**src/rtl/lep_pkg.sv**
```systemverilog
package lep_pkg;

  // Default number of time bins taken per event before input is ignored.
  localparam int LEP_BIN_LIMIT = 1024;

  // Width of the reported bin number.
  localparam int LEP_BIN_NUM_W = 11;

  // Input item modes.
  localparam logic [1:0] MODE_TEXT  = 2'd0;
  localparam logic [1:0] MODE_EOF   = 2'd1;
  localparam logic [1:0] MODE_ABORT = 2'd2;

  // Result kinds.
  localparam logic [2:0] KIND_RECORD = 3'd0;
  localparam logic [2:0] KIND_BIN    = 3'd1;
  localparam logic [2:0] KIND_HCHAR  = 3'd2;
  localparam logic [2:0] KIND_HEND   = 3'd3;
  localparam logic [2:0] KIND_EVENT  = 3'd4;

  // Characters with a meaning in the event file.
  localparam logic [7:0] CH_Q     = 8'h71;
  localparam logic [7:0] CH_N     = 8'h6E;
  localparam logic [7:0] CH_SPACE = 8'h20;
  localparam logic [7:0] CH_NL    = 8'h0A;

  typedef struct packed {
    logic [1:0] mode;
    logic [7:0] text_byte;
  } lep_in_t;

  typedef struct packed {
    logic [2:0]               kind;
    logic [14:0]              led_index;
    logic [7:0]               red;
    logic [7:0]               green;
    logic [7:0]               blue;
    logic [15:0]              records_so_far;
    logic [LEP_BIN_NUM_W-1:0] bin_number;
    logic [7:0]               header_char;
    logic                     last;
  } lep_res_t;

  // Results produced by one parsed item, pushed into the output queue together.
  typedef struct packed {
    logic [1:0] cnt;
    lep_res_t   r0;
    lep_res_t   r1;
  } lep_push_t;

endpackage

```
**src/rtl/lep_parser.sv**
```systemverilog
module lep_parser import lep_pkg::*; #(
  parameter int BIN_LIMIT = LEP_BIN_LIMIT
) (
  input  logic      clk,
  input  logic      rst_n,
  input  logic      in_valid,
  output logic      in_ready,
  input  lep_in_t   in_data,
  input  logic [7:0] bright_lim,
  input  logic      room_ok,
  output lep_push_t push
);

  localparam int BIN_W = $clog2(BIN_LIMIT + 1);

  // Input stage.
  logic    stg_valid_r;
  lep_in_t stg_data_r;
  logic    fire;

  // Line state.
  logic [7:0]  line_lead_r, line_lead_nxt;
  logic        line_has_r, line_has_nxt;
  logic        in_lead_r, in_lead_nxt;
  logic [14:0] val_sat_r, val_sat_nxt;
  logic [7:0]  val_low_r, val_low_nxt;

  // Event state.
  logic [1:0]       slot_r, slot_nxt;
  logic             header_on_r, header_on_nxt;
  logic [14:0]      held_led_r, held_led_nxt;
  logic [7:0]       held_red_r, held_red_nxt;
  logic [7:0]       held_green_r, held_green_nxt;
  logic [15:0]      rec_total_r, rec_total_nxt;
  logic [BIN_W-1:0] bin_total_r, bin_total_nxt;

  // Decode and datapath temporaries.
  logic [7:0]  c;
  logic        active;
  logic        do_close, do_take, do_event;
  logic        first;
  logic [7:0]  lead_t;
  logic        lead_digits;
  logic        c_dig;
  logic [3:0]  digit;
  logic [14:0] vs_base;
  logic [7:0]  vl_base;
  logic [18:0] vs_wide;
  logic [11:0] vl_wide;
  logic        lead_dig;
  logic        cl_valid;
  lep_res_t    cl_res;
  logic        hc_valid;
  lep_res_t    hc_res;
  lep_res_t    ev_res;

  function automatic logic [7:0] clamp(input logic [7:0] v, input logic [7:0] lim);
    clamp = (v < lim) ? v : lim;
  endfunction

  // The stage moves on when the output queue can take two results.
  assign fire     = stg_valid_r && room_ok;
  assign in_ready = !stg_valid_r || room_ok;

  always_ff @(posedge clk) begin
    if (!rst_n) begin
      stg_valid_r <= 1'b0;
    end else if (in_ready) begin
      stg_valid_r <= in_valid;
    end
  end

  always_ff @(posedge clk) begin
    if (in_ready && in_valid) begin
      stg_data_r <= in_data;
    end
  end

  // Per-character arithmetic for the leading digit run.
  assign c           = stg_data_r.text_byte;
  assign active      = bin_total_r < BIN_W'(BIN_LIMIT);
  assign first       = !line_has_r;
  assign lead_t      = first ? c : line_lead_r;
  assign lead_digits = first ? 1'b1 : in_lead_r;
  assign vs_base     = first ? 15'd0 : val_sat_r;
  assign vl_base     = first ? 8'd0 : val_low_r;
  assign digit       = 4'(c - 8'h30);
  assign vs_wide     = 19'(vs_base) * 19'd10 + 19'(digit);
  assign vl_wide     = 12'(vl_base) * 12'd10 + 12'(digit);

  always_comb begin
    c_dig    = c inside {[8'h30:8'h39]};
    lead_dig = line_lead_r inside {[8'h30:8'h39]};
  end

  // Dispatch on the mode of the staged item.
  always_comb begin
    do_close = 1'b0;
    do_take  = 1'b0;
    do_event = 1'b0;
    case (stg_data_r.mode)
      MODE_TEXT: begin
        if (active && c != CH_SPACE) begin
          if (c == CH_NL) begin
            do_close = 1'b1;
          end else begin
            do_take = 1'b1;
          end
        end
      end
      MODE_EOF: begin
        do_close = active && line_has_r;
        do_event = 1'b1;
      end
      MODE_ABORT: begin
        do_event = 1'b1;
      end
      default: begin
      end
    endcase
    if (!fire) begin
      do_close = 1'b0;
      do_take  = 1'b0;
      do_event = 1'b0;
    end
  end

  // Next state and results.
  always_comb begin
    line_lead_nxt  = line_lead_r;
    line_has_nxt   = line_has_r;
    in_lead_nxt    = in_lead_r;
    val_sat_nxt    = val_sat_r;
    val_low_nxt    = val_low_r;
    slot_nxt       = slot_r;
    header_on_nxt  = header_on_r;
    held_led_nxt   = held_led_r;
    held_red_nxt   = held_red_r;
    held_green_nxt = held_green_r;
    rec_total_nxt  = rec_total_r;
    bin_total_nxt  = bin_total_r;
    cl_valid       = 1'b0;
    cl_res         = '0;
    hc_valid       = 1'b0;
    hc_res         = '0;
    ev_res         = '0;
    ev_res.kind    = KIND_EVENT;
    ev_res.last    = 1'b1;
    push           = '0;

    // Closing a line: header toggle, header line end, bin end or a number field.
    if (do_close) begin
      if (line_has_r && line_lead_r == CH_Q) begin
        header_on_nxt = !header_on_r;
      end else if (header_on_r) begin
        cl_valid    = 1'b1;
        cl_res.kind = KIND_HEND;
      end else if (line_has_r && line_lead_r == CH_N) begin
        cl_valid              = 1'b1;
        cl_res.kind           = KIND_BIN;
        cl_res.records_so_far = rec_total_r;
        cl_res.bin_number     = LEP_BIN_NUM_W'(bin_total_r);
        bin_total_nxt         = bin_total_r + BIN_W'(1);
        slot_nxt              = 2'd0;
      end else if (line_has_r && lead_dig) begin
        case (slot_r)
          2'd0: begin
            held_led_nxt = val_sat_r;
            slot_nxt     = 2'd1;
          end
          2'd1: begin
            held_red_nxt = val_low_r;
            slot_nxt     = 2'd2;
          end
          2'd2: begin
            held_green_nxt = val_low_r;
            slot_nxt       = 2'd3;
          end
          default: begin
            cl_valid         = 1'b1;
            cl_res.kind      = KIND_RECORD;
            cl_res.led_index = held_led_r;
            cl_res.red       = clamp(held_red_r, bright_lim);
            cl_res.green     = clamp(held_green_r, bright_lim);
            cl_res.blue      = clamp(val_low_r, bright_lim);
            if (rec_total_r != 16'hFFFF) begin
              rec_total_nxt = rec_total_r + 16'd1;
            end
            slot_nxt = 2'd0;
          end
        endcase
      end
      line_lead_nxt = 8'd0;
      line_has_nxt  = 1'b0;
      in_lead_nxt   = 1'b0;
      val_sat_nxt   = 15'd0;
      val_low_nxt   = 8'd0;
    end

    // Taking an ordinary character into the current line.
    if (do_take) begin
      line_has_nxt  = 1'b1;
      line_lead_nxt = lead_t;
      in_lead_nxt   = lead_digits;
      val_sat_nxt   = vs_base;
      val_low_nxt   = vl_base;
      if (lead_digits) begin
        if (c_dig) begin
          val_sat_nxt = (vs_wide > 19'h7FFF) ? 15'h7FFF : vs_wide[14:0];
          val_low_nxt = vl_wide[7:0];
        end else begin
          in_lead_nxt = 1'b0;
        end
      end
      if (header_on_r && lead_t != CH_Q) begin
        hc_valid           = 1'b1;
        hc_res.kind        = KIND_HCHAR;
        hc_res.header_char = c;
      end
    end

    // End of file or abort clears the whole event.
    if (do_event) begin
      line_lead_nxt  = 8'd0;
      line_has_nxt   = 1'b0;
      in_lead_nxt    = 1'b0;
      val_sat_nxt    = 15'd0;
      val_low_nxt    = 8'd0;
      slot_nxt       = 2'd0;
      header_on_nxt  = 1'b0;
      held_led_nxt   = 15'd0;
      held_red_nxt   = 8'd0;
      held_green_nxt = 8'd0;
      rec_total_nxt  = 16'd0;
      bin_total_nxt  = '0;
    end

    // Order the results of this item.
    if (do_event) begin
      if (cl_valid) begin
        push.cnt = 2'd2;
        push.r0  = cl_res;
        push.r1  = ev_res;
      end else begin
        push.cnt = 2'd1;
        push.r0  = ev_res;
      end
    end else if (cl_valid) begin
      push.cnt     = 2'd1;
      push.r0      = cl_res;
      push.r0.last = 1'b1;
    end else if (hc_valid) begin
      push.cnt     = 2'd1;
      push.r0      = hc_res;
      push.r0.last = 1'b1;
    end
  end

  always_ff @(posedge clk) begin
    if (!rst_n) begin
      line_lead_r  <= 8'd0;
      line_has_r   <= 1'b0;
      in_lead_r    <= 1'b0;
      val_sat_r    <= 15'd0;
      val_low_r    <= 8'd0;
      slot_r       <= 2'd0;
      header_on_r  <= 1'b0;
      held_led_r   <= 15'd0;
      held_red_r   <= 8'd0;
      held_green_r <= 8'd0;
      rec_total_r  <= 16'd0;
      bin_total_r  <= '0;
    end else begin
      line_lead_r  <= line_lead_nxt;
      line_has_r   <= line_has_nxt;
      in_lead_r    <= in_lead_nxt;
      val_sat_r    <= val_sat_nxt;
      val_low_r    <= val_low_nxt;
      slot_r       <= slot_nxt;
      header_on_r  <= header_on_nxt;
      held_led_r   <= held_led_nxt;
      held_red_r   <= held_red_nxt;
      held_green_r <= held_green_nxt;
      rec_total_r  <= rec_total_nxt;
      bin_total_r  <= bin_total_nxt;
    end
  end

  // The bin counter stops at the limit.
  a_bin_bound: assert property (@(posedge clk) disable iff (!rst_n)
    bin_total_r <= BIN_W'(BIN_LIMIT))
    else $error("bin counter passed the limit");

  // End of file and abort leave a clean event state behind.
  a_event_clears: assert property (@(posedge clk) disable iff (!rst_n)
    fire && (stg_data_r.mode == MODE_EOF || stg_data_r.mode == MODE_ABORT)
    |=> bin_total_r == '0 && !header_on_r && slot_r == 2'd0 && !line_has_r)
    else $error("event state not cleared");

  // Two results only come from a closed line followed by the event end.
  a_two_results: assert property (@(posedge clk) disable iff (!rst_n)
    push.cnt == 2'd2 |-> push.r1.kind == KIND_EVENT && push.r1.last && !push.r0.last)
    else $error("bad result pair");

endmodule

```
**src/rtl/lep_out_fifo.sv**
```systemverilog
module lep_out_fifo import lep_pkg::*; (
  input  logic      clk,
  input  logic      rst_n,
  input  lep_push_t push,
  output logic      room_ok,
  output logic      out_valid,
  input  logic      out_ready,
  output lep_res_t  out_data
);

  localparam int DEPTH = 4;
  localparam int PTR_W = $clog2(DEPTH);

  lep_res_t         mem [DEPTH];
  logic [PTR_W-1:0] wr_ptr_r, wr_ptr_nxt;
  logic [PTR_W-1:0] rd_ptr_r, rd_ptr_nxt;
  logic [PTR_W:0]   count_r, count_nxt;
  logic             pop;

  // Room for a full pair of results.
  assign room_ok   = count_r <= (PTR_W + 1)'(DEPTH - 2);
  assign out_valid = count_r != '0;
  assign out_data  = mem[rd_ptr_r];
  assign pop       = out_valid && out_ready;

  // Pointer and fill bookkeeping.
  always_comb begin
    wr_ptr_nxt = wr_ptr_r + PTR_W'(push.cnt);
    rd_ptr_nxt = pop ? rd_ptr_r + PTR_W'(1) : rd_ptr_r;
    count_nxt  = count_r + (PTR_W + 1)'(push.cnt) - (PTR_W + 1)'(pop);
  end

  always_ff @(posedge clk) begin
    if (!rst_n) begin
      wr_ptr_r <= '0;
      rd_ptr_r <= '0;
      count_r  <= '0;
    end else begin
      wr_ptr_r <= wr_ptr_nxt;
      rd_ptr_r <= rd_ptr_nxt;
      count_r  <= count_nxt;
    end
  end

  // Storage writes, up to two entries per cycle.
  always_ff @(posedge clk) begin
    if (push.cnt != 2'd0) begin
      mem[wr_ptr_r] <= push.r0;
    end
    if (push.cnt == 2'd2) begin
      mem[wr_ptr_r + PTR_W'(1)] <= push.r1;
    end
  end

  a_no_overflow: assert property (@(posedge clk) disable iff (!rst_n)
    count_r <= (PTR_W + 1)'(DEPTH))
    else $error("output queue overflow");

  a_push_room: assert property (@(posedge clk) disable iff (!rst_n)
    push.cnt != 2'd0 |-> room_ok)
    else $error("results pushed without room");

  a_push_cnt: assert property (@(posedge clk) disable iff (!rst_n)
    push.cnt != 2'd3)
    else $error("more than two results for one item");

endmodule

```
**src/rtl/led_event_text_parser.sv**
```systemverilog
// Channel  | Ports                          | Transaction
// ---------+--------------------------------+----------------------------------
// input    | in_valid, in_ready, in_data    | one file byte, end of file or abort
// result   | out_valid, out_ready, out_data | one result item
// config   | cfg_we, cfg_wdata              | brightness limit write, no wait
//
// One input transaction is taken per cycle while the queue has room; it waits
// in the input stage register, and its results go into the output queue. An
// item that yields two results puts both in at once; the four-entry output
// queue lets input stay open while earlier results wait. The input stage
// stalls only when the queue has fewer than two free entries.
// Reset is synchronous, sets the brightness limit to 255 and clears all state.
module led_event_text_parser import lep_pkg::*; #(
  parameter int BIN_LIMIT = LEP_BIN_LIMIT
) (
  input  logic       clk,
  input  logic       rst_n,
  input  logic       in_valid,
  output logic       in_ready,
  input  lep_in_t    in_data,
  output logic       out_valid,
  input  logic       out_ready,
  output lep_res_t   out_data,
  input  logic       cfg_we,
  input  logic [7:0] cfg_wdata
);

  logic [7:0] bright_lim_r;
  logic       room_ok;
  lep_push_t  push;

  // Brightness limit register.
  always_ff @(posedge clk) begin
    if (!rst_n) begin
      bright_lim_r <= 8'hFF;
    end else if (cfg_we) begin
      bright_lim_r <= cfg_wdata;
    end
  end

  lep_parser #(
    .BIN_LIMIT (BIN_LIMIT)
  ) u_parser (
    .clk        (clk),
    .rst_n      (rst_n),
    .in_valid   (in_valid),
    .in_ready   (in_ready),
    .in_data    (in_data),
    .bright_lim (bright_lim_r),
    .room_ok    (room_ok),
    .push       (push)
  );

  lep_out_fifo u_out_fifo (
    .clk       (clk),
    .rst_n     (rst_n),
    .push      (push),
    .room_ok   (room_ok),
    .out_valid (out_valid),
    .out_ready (out_ready),
    .out_data  (out_data)
  );

endmodule

```
**config.mk**
```make
export PLATFORM = sky130hd
export DESIGN_NAME = led_event_text_parser
export DESIGN_NICKNAME = d
export VERILOG_FILES = /design/src/rtl/lep_pkg.sv /design/src/rtl/lep_parser.sv /design/src/rtl/lep_out_fifo.sv /design/src/rtl/led_event_text_parser.sv
export SDC_FILE = /design/constraint.sdc
export NUM_CORES = 1
export LEC_CHECK = 0
export ABC_AREA = 1
export BUFFER_PORTS_ARGS = -buffer_cell sky130_fd_sc_hd__buf_4
export CORE_MARGIN = 2
export CORE_UTILIZATION = 41
export CTS_CLUSTER_SIZE = 24
export DETAILED_ROUTE_END_ITERATION = 8
export GPL_ROUTABILITY_DRIVEN = 0
export PLACE_DENSITY_LB_ADDON = 0.12
export SYNTH_ARGS = -nofsm -noshare
export SYNTH_HDL_FRONTEND = slang
export SYNTH_HIERARCHICAL = 1
export SYNTH_SLANG_ARGS = --single-unit
```
**constraint.sdc**
```tcl
create_clock -name clk -period 12.3 [get_ports clk]
set_clock_uncertainty 0.15 [all_clocks]
set_input_delay 1.23 -clock clk [delete_from_list [all_inputs] [get_ports clk]]
set_output_delay 1.23 -clock clk [all_outputs]
set_load 0.005 [all_outputs]
```
==> flow_summary.yaml, run 1 <==
layout:
  fin_cells: 3812
  final_net_count: 3085
  final_common_cell: "nand2_1"
  fin_area_sq_um: 26900
  num_antenna_cells: 0
  drive_above_1_share_pct: 9.61
  area_growth_pct: 9.58
  finish.utilization_pct: 45.5
  final_cell_mix: "nand2_1 (626), o21ai_0 (429), edfxtp_1 (322)"
cts:
  ctsResizeCount: 0
  clockBufferDepth: 3
  clk_pin_slew_ns: 0.06
  cts_root_buffer: "clkbuf_16"
  htree_levels: 2
  worstSkewPairLatency_ns: 0.59
  hold_buffers: 0
  cts_setup_buffers: 0
  cts_tree: "built"
  cts_sinks: 434
  numCtsBuffers: 50
critical_path:
  cp.required_ns: 12.35
  worstReg2RegStart: "u_parser/c[2]$_DFFE_PP_"
  r2r-end: "u_out_fifo/mem[1][67]$_DFFE_PP_"
  path_class: "reg2reg"
  startpoint_type: "flop"
  r2r_setup_slack_ns: 6.70
  path_max_fanout: 69
  critical_path_arrival_ns: 5.65
  reg2reg_depth: 15
  endpoint_kind: "flop"
detailed_routing:
  final_antenna_net_count: 0
  first_pass_iters: 5
  drc_errors: 0
  routed_wl_um: 66300
  vias_per_cell: 5.20
  drtIter0Drc: 1346
  wire_per_inst_um: 17.4
  vias: 19800
power_and_ir_drop:
  ir_worst_vdd_uv: 94.1
  p_leak_nw: 9.81
  p_per_area_nw_per_um2: 139
  p_total_mw: 3.74
sta:
  slew-limit-headroom_pct: 21.9
  rsz0062_at_grt: "no"
  setup_viol: 0
  drv_slew: 0
  max_slew.worst_pin.slew_ns: 1.17
  fmax_mhz: 179
  setup_tns_ns: 0
  finalHoldViolCount: 0
  fin_crit_ns: 5.60
  fin_crit_sh_pct: 45.5
grt:
  grt_max_degree: 101
  grt_pass1_vias: 19200
  antenna_found_initial: 0
  grt.overflow.total: 0
  groute.usage.overall_pct: 21.2
  grt_first_pass_wirelength_um: 106000
worst_hold_path:
  hold_depth: 2
  hold_path_class: "reg2reg"
  hold_end: "u_parser/held_led_r[6]$_SDFFE_PP0P_"
  hold_start: "u_parser/held_led_r[6]$_SDFFE_PP0P_"
yosys:
  synthFlopType: "edfxtp_1"
  synthesis.area_sq_um: 24500
  yosysTopAreaCell: "edfxtp_1"
  seq_area_frac_synth_pct: 48.6
  yosys_warnings: 6
  ys_types: 57
  syn_area_per_cell_sq_um: 8.22
  synthArstFlopShare_pct: 0
  yosys-top-cells-area: "edfxtp_1 (39%), nand2_1 (9.6%), dfxtp_1 (9.1%)"
  ys_ff_latch: 434
  synth_edf_count: 322
  netlist.area_leader.share_pct: 39.5
  syn_inst: 2982
floorplan:
  fp-row-count: 89
  fp.dieH_um: 248
  die-area_sq_um: 61700
  coreArea_sq_um: 59000
  ioPinCount: 103
  start_util_pct: 41.5
  die_w_um: 248
placement:
  place_area_sq_um: 25300
  place_inst: 3719
  dp_hpwl_um: 42200
  portBuffers: 102
job:
  cap_violations: 0
run_status:
  status: "completed"
## critical path, cell delays in order, from the launching register on
cell      delay, ns
edfxtp_1       0.50
inv_2          0.14
nand3_1        0.11
nor2_1         0.18
nand3_1        0.10
o21ai_1        0.09
nand2_2        0.17
inv_2          0.13
nand3_1        0.62
inv_1          0.53
o21ai_0        0.13
buf_4          0.18
nor2_4         0.24
nand2_4        0.44
nand2_4        0.66
buf_4          0.77
## state kept, by name, summed over array words and instances (netlist names), 3 cells and up, named ones only
| name | count |
|---|---|
| bright_lim_r | 8 |
| u_out_fifo/count_r | 3 |
| u_out_fifo/mem | 312 |
| u_parser/bin_total_r | 11 |
| u_parser/c | 8 |
| u_parser/held_green_r | 8 |
| u_parser/held_led_r | 15 |
| u_parser/held_red_r | 8 |
| u_parser/line_lead_r | 8 |
| u_parser/rec_total_r | 16 |
| u_parser/val_low_r | 8 |
| u_parser/val_sat_r | 15 |
## Yosys cell counts (all sizes together) (2+ instances only)
cell type and n:
nand2 659, o21ai 562, edfxtp 322, inv 298, nor2 295, buf 164
a21oi 152, dfxtp 112, o22ai 78, clkbuf 73, nand3 67, ha 60
nor3 42, nand4 24, a211oi 10, xor2 10, nor4 7, xnor2 7
o211ai 6, a21boi 4, fa 4, or2 4, a21o 2, a31oi 2
a41oi 2, and3 2, clkinv 2, o21a 2
## how the worst max path moves through the flow
stage                                       start                               to  slack [ns]  cells past startpoint
after floorplan           u_parser/c[2]$_DFFE_PP_   u_out_fifo/mem[3][0]$_DFFE_PP_        3.60                     15
after global placement    u_parser/c[2]$_DFFE_PP_  u_out_fifo/mem[2][53]$_DFFE_PP_        6.73                     17
after detailed placement  u_parser/c[2]$_DFFE_PP_  u_out_fifo/mem[1][54]$_DFFE_PP_        6.65                     15
after CTS                 u_parser/c[2]$_DFFE_PP_  u_out_fifo/mem[1][74]$_DFFE_PP_        6.62                     15
after global routing      u_parser/c[2]$_DFFE_PP_  u_out_fifo/mem[1][74]$_DFFE_PP_        6.22                     17
final                     u_parser/c[2]$_DFFE_PP_  u_out_fifo/mem[1][67]$_DFFE_PP_        6.70                     15
## metrics by stage
stage / setup slack [ns] / hold slack (ns)
floorplan: 3.60 / 0.280
global placement: 6.73 / 0.304
detailed placement: 6.65 / 0.306
CTS: 6.62 / 0.315
global route: 6.22 / 0.343
finish: 6.70 / 0.318
## kinds of logic (layout without fill, tap and decap cells)
family / count (synthesis) / in the layout / synth area share, %
adder cells (fa/ha/maj): 64 / 64 / 3.39
other: 1 / 77 / 0.0153
AO/OA/AOI/OAI: 825 / 825 / 17.6
XOR/XNOR: 17 / 17 / 0.608
buffers and inverters: 537 / 518 / 10.7
flip-flops: 434 / 434 / 48.6
AND/OR/NAND/NOR: 1104 / 1104 / 19.1
## final cells by class
class,instances,area [sq um]
well taps,773,967
clock inverters,15,125
flip-flops and latches,434,11900
repair buffers,125,938
clock buffers,78,1450
fillers,5819,32200
multi-input cells,2087,10300
inverters,300,1130
## where the power goes
group	internal, mW	total [mW]	switching, mW	leakage (nW)
Combinational	0.247	0.657	0.410	5.21
Sequential	1.61	1.65	0.0456	3.83
Clock	0.847	1.43	0.587	0.769
Total	2.70	3.74	1.04	9.81
## metal layers
metal	track usage (%)	up-vias	part of all wire (%)
li1	-	9965	-
met1	28.7	9316	46
met2	35.2	454	47
met3	3.32	90	5.1
met4	5.87	0	2.3
met5	0	-	0
(Power assumes the default switching activity.)
==> run 2: changes to the inputs <==
- clock period: 12.3 -> 5.5 ns (I/O delays scaled with it)
==> run 2 against run 1 <==
Combinational power is 130% higher. Die area unchanged. Maximum frequency increased by 27%. Critical endpoint is now u_out_fifo/mem[1][60]$_DFFE_PP_.
==> flow_summary.yaml, run 2 (synthesis results as in run 1) <==
power_and_ir_drop:
  comb_power_share_pct: 17.9
  internal-power_mw: 6.05
  p_leak_nw: 9.91
  p_seq_share_pct: 43.7
  clock_power_share_pct: 38.4
  p_total_mw: 8.43
  swShare_pct: 28.3
  ir_worst_vdd_uv: 206
  p_sw_mw: 2.39
  p_per_area_nw_per_um2: 311
layout:
  num_antenna_cells: 0
  nFillCells: 5783
  final_net_count: 3101
  drive_above_1_share_pct: 9.89
  top_register: "u_out_fifo/mem"
  reg.largest.list: "u_out_fifo/mem x312, u_parser/rec_total_r x16"
  seq_area_sq_um: 11900
  finish.utilization_pct: 45.9
  multiInputGateArea_sq_um: 10300
  largest_reg_flops: 312
  fin_cells: 3827
  final_common_cell: "nand2_1"
  area_growth_pct: 10.5
  fin_area_sq_um: 27100
  final_cell_mix: "nand2_1 (626), o21ai_0 (429), edfxtp_1 (322)"
detailed_routing:
  drc_errors: 0
  routed_wl_um: 67300
  drtIter0Drc: 1496
  vias: 19900
  vias_per_cell: 5.21
  first_pass_iters: 5
  final_antenna_net_count: 0
  wire_per_inst_um: 17.6
sta:
  fmax_mhz: 227
  fin_crit_ns: 4.41
  drv_slew: 0
  slew-limit-headroom_pct: 25.9
  timing.hold.ws_ns: 0.0328
  fin_crit_sh_pct: 80.2
  setup_viol: 0
  setup_tns_ns: 0
  finalHoldViolCount: 0
  rsz0062_at_grt: "no"
  max_slew.worst_pin.slew_ns: 1.11
  finalWorstSetupSlack_ns: 1.09
grt:
  grt_first_pass_wirelength_um: 106000
  grt_pass1_vias: 19100
  grt_busiest_layer: "met2"
  grt_util_met2_pct: 35.7
  grt_max_degree: 157
  groute.usage.overall_pct: 21.4
  gr-usage-met1_pct: 29.1
  antenna_found_initial: 0
  grtUsageMet3_pct: 3.27
  grt.overflow.total: 0
placement:
  dp_hpwl_um: 42500
  place_inst: 3727
  portBuffers: 102
  pre_cts_ws_ns: 1.15
  place_area_sq_um: 25400
cts:
  clockBufferDepth: 3
  clk_pin_slew_ns: 0.06
  numCtsBuffers: 48
  hold_buffers: 10
  cts_sinks: 434
  worstSkewPairLatency_ns: 0.60
  htree_levels: 2
  ctsResizeCount: 0
  cts_root_buffer: "clkbuf_16"
  cts_setup_buffers: 0
  cts_tree: "built"
floorplan:
  coreArea_sq_um: 59000
  ioPinCount: 103
  die-area_sq_um: 61700
  fp-row-count: 89
  start_util_pct: 41.5
  die_w_um: 248
  fp.dieH_um: 248
critical_path:
  endpoint_kind: "flop"
  path_max_fanout: 100
  critical_path_arrival_ns: 4.66
  path_class: "reg2reg"
  cp.required_ns: 5.75
  max_stage_delay_ns: 0.91
  crit_slowest_cell: "buf_4"
  crit_chain: "nor2_1 > nand3_1 > nor2_1 > nand3_1 > o21ai_1 > nand2_2 > inv_2 > nand3_1 > inv_1 > o21ai_0 > o21ai_0 > nor2_4 > nand2_4 > buf_4 > buf_4 > nand2_1 > o21ai_0"
  startpoint_type: "flop"
run_status:
  status: "completed"
job:
  cap_violations: 0
worst_hold_path:
  hold_path_class: "in2reg"
==> run 2: area by class of cell <==
cell class | count | share of cell area [%]
flip-flops and latches | 434 | 44.0
repair buffers | 143 | 4.33
clock buffers | 67 | 4.93
inverters | 300 | 4.18
well taps | 773 | 3.57
multi-input cells | 2087 | 38.1
clock inverters | 23 | 0.864
==> run 2: final timing paths <==
path | cells past startpoint | from | slack [ns] | to
setup / recovery | 17 | u_parser/c[6]$_DFFE_PP_ | 1.09 | u_out_fifo/mem[1][60]$_DFFE_PP_
hold / removal | 3 | cfg_wdata[5] | 0.03 | bright_lim_r[5]$_SDFFE_PN1P_
setup reg to reg | 17 | u_parser/c[6]$_DFFE_PP_ | 1.09 | u_out_fifo/mem[1][60]$_DFFE_PP_
hold reg to reg | 2 | u_parser/held_led_r[14]$_SDFFE_PP0P_ | 0.30 | u_parser/held_led_r[14]$_SDFFE_PP0P_
==> run 2: critical path, delay by kind of cell, from the launching register on <==
kind,cells,cell delay (ns)
compound gates,4,0.54
simple gates,9,1.27
flops,1,0.40
buf+inv,4,1.83
==> run 2: routing by layer <==
layer,share of wire [%],up-vias
met2,47,462
met4,2.2,0
met1,45,9387
met3,5.2,84
li1,-,10000
met5,0,-
==> run 2: power by group through the flow <==
stage          Clock (mW)  Sequential (mW)  Combinational (mW)
2_1_floorplan           0             3.70               0.883
3_3_place_gp            0             3.75                1.52
3_5_place_dp            0             3.76                1.52
4_1_cts              3.31             3.69                1.53
5_1_grt              3.44             3.70                1.68
6_report             3.24             3.68                1.51
==> run 3: changes to the inputs <==
- clock period: 5.5 -> 4.5 ns (I/O delays scaled with it)
==> run 3 against run 2 <==
Via count grew 0.54%. Highest routed layer is now met5. Flip-flop and latch count unchanged. First-iteration DRC count decreased by 15%. Core utilization grew 0.16 points. Cell count is 0.42% higher. Routed wire length decreased by 0.40%. Register-to-register slack worse by 0.39 ns.
==> flow_summary.yaml, run 3 (synthesis results as in run 1) <==
grt:
  groute.usage.overall_pct: 21.5
  antenna_found_initial: 1
  grt_pass1_vias: 19500
  grt.overflow.total: 0
  grt_max_degree: 157
  grt_first_pass_wirelength_um: 106000
detailed_routing:
  routed_wl_um: 67000
  drc_errors: 0
  final_antenna_net_count: 0
  wire_per_inst_um: 17.4
  first_pass_iters: 5
  drtIter0Drc: 1268
  vias_per_cell: 5.22
  vias: 20000
floorplan:
  fp-row-count: 89
  die_w_um: 248
  fp.dieH_um: 248
  start_util_pct: 41.5
  die-area_sq_um: 61700
  ioPinCount: 103
  coreArea_sq_um: 59000
sta:
  finalHoldViolCount: 0
  drv_slew: 0
  max_slew.worst_pin.slew_ns: 1.08
  setup_viol: 0
  fin_crit_sh_pct: 84.5
  setup_tns_ns: 0
  fin_crit_ns: 3.80
  slew-limit-headroom_pct: 27.8
  rsz0062_at_grt: "no"
  fmax_mhz: 263
cts:
  numCtsBuffers: 49
  worstSkewPairLatency_ns: 0.59
  cts_setup_buffers: 0
  cts_root_buffer: "clkbuf_16"
  clockBufferDepth: 3
  htree_levels: 2
  cts_sinks: 434
  clk_pin_slew_ns: 0.06
  cts_tree: "built"
critical_path:
  path_class: "reg2reg"
  endpoint_kind: "flop"
  path_max_fanout: 100
  reg2reg_depth: 18
  critical_path_arrival_ns: 3.93
  startpoint_type: "flop"
  cp.required_ns: 4.63
run_status:
  status: "completed"
layout:
  final_common_cell: "nand2_1"
  final_cell_mix: "nand2_1 (626), o21ai_0 (428), edfxtp_1 (322)"
  final_net_count: 3117
  reg.largest.list: "u_out_fifo/mem x312, u_parser/rec_total_r x16"
  drive_above_1_share_pct: 9.84
  fin_cells: 3843
  finish.utilization_pct: 46.1
  top_register: "u_out_fifo/mem"
  largest_reg_flops: 312
  area_growth_pct: 10.9
placement:
  portBuffers: 102
  dp_hpwl_um: 42700
  place_inst: 3732
worst_hold_path:
  hold_path_class: "in2reg"
  hold_depth: 3
job:
  cap_violations: 0
power_and_ir_drop:
  ir_worst_vdd_uv: 287
  p_leak_nw: 9.94
  p_per_area_nw_per_um2: 372
-- run 3: layout make-up --
type	count	area, sq um
diodes	1	2.50
clock buffers	72	1370
clock inverters	18	98.8
fillers	5762	31800
inverters	300	1130
multi-input cells	2087	10300
flip-flops and latches	434	11900
well taps	773	967
repair buffers	158	1350
-- run 3: per-layer routing --
| layer | share of wire [%] | track usage (%) | up-vias |
|---|---|---|---|
| met5 | 0.010 | 0 | - |
| met3 | 5.1 | 2.78 | 101 |
| met4 | 2.1 | 5.89 | 2 |
| li1 | - | - | 10000 |
| met2 | 47 | 36.4 | 522 |
| met1 | 45 | 28.9 | 9379 |
-- run 3: where the power goes --
part / switching (mW) / internal, mW / total [mW]
Combinational: 1.22 / 0.704 / 1.93
Clock: 1.62 / 2.11 / 3.73
Sequential: 0.0624 / 4.39 / 4.45
Total: 2.90 / 7.20 / 10.1
-- run 3: critical path: stages (launching register included) --
cell	delay, ns
edfxtp_1	0.50
inv_1	0.21
nand4_1	0.12
nor2_1	0.16
nor2_2	0.05
nand3_1	0.06
o21ai_1	0.07
nand2_2	0.18
inv_2	0.09
nand3_2	0.08
inv_1	0.04
buf_4	0.17
o21ai_0	0.30
o21ai_4	0.18
nor2_4	0.29
nand2_4	0.10
buf_4	0.44
nand2_1	0.15
o21ai_0	0.13
-- run 3: path summary, 6_finish.rpt --
kind,startpoint,endpoint,slack [ns]
hold reg to reg,u_parser/held_led_r[2]$_SDFFE_PP0P_,u_parser/held_led_r[2]$_SDFFE_PP0P_,0.31
setup reg to reg,u_parser/c[3]$_DFFE_PP_,u_out_fifo/mem[3][1]$_DFFE_PP_,0.70
hold / removal,cfg_we,bright_lim_r[3]$_SDFFE_PN1P_,0.04
setup / recovery,u_parser/c[3]$_DFFE_PP_,u_out_fifo/mem[3][1]$_DFFE_PP_,0.70
-- run 3: through the flow --
step | power [mW] | hold slack, ns | worst slack [ns] | area [sq um]
after floorplan | 5.60 | 0.280 | 0.0152 | 24800
after detailed placement | 6.48 | 0.304 | 0.696 | 25500
after global routing | 10.6 | 0.0427 | 0.288 | 27200
after CTS | 10.2 | 0.0119 | 0.707 | 27200
final | 10.1 | 0.0412 | 0.698 | 27200
after global placement | 6.47 | 0.297 | 0.783 | 25500
-- run 3: timing repair --
action	CTS	global route
hold endpoints to repair	21	0
gates resized for setup	0	0
hold buffers	20	0
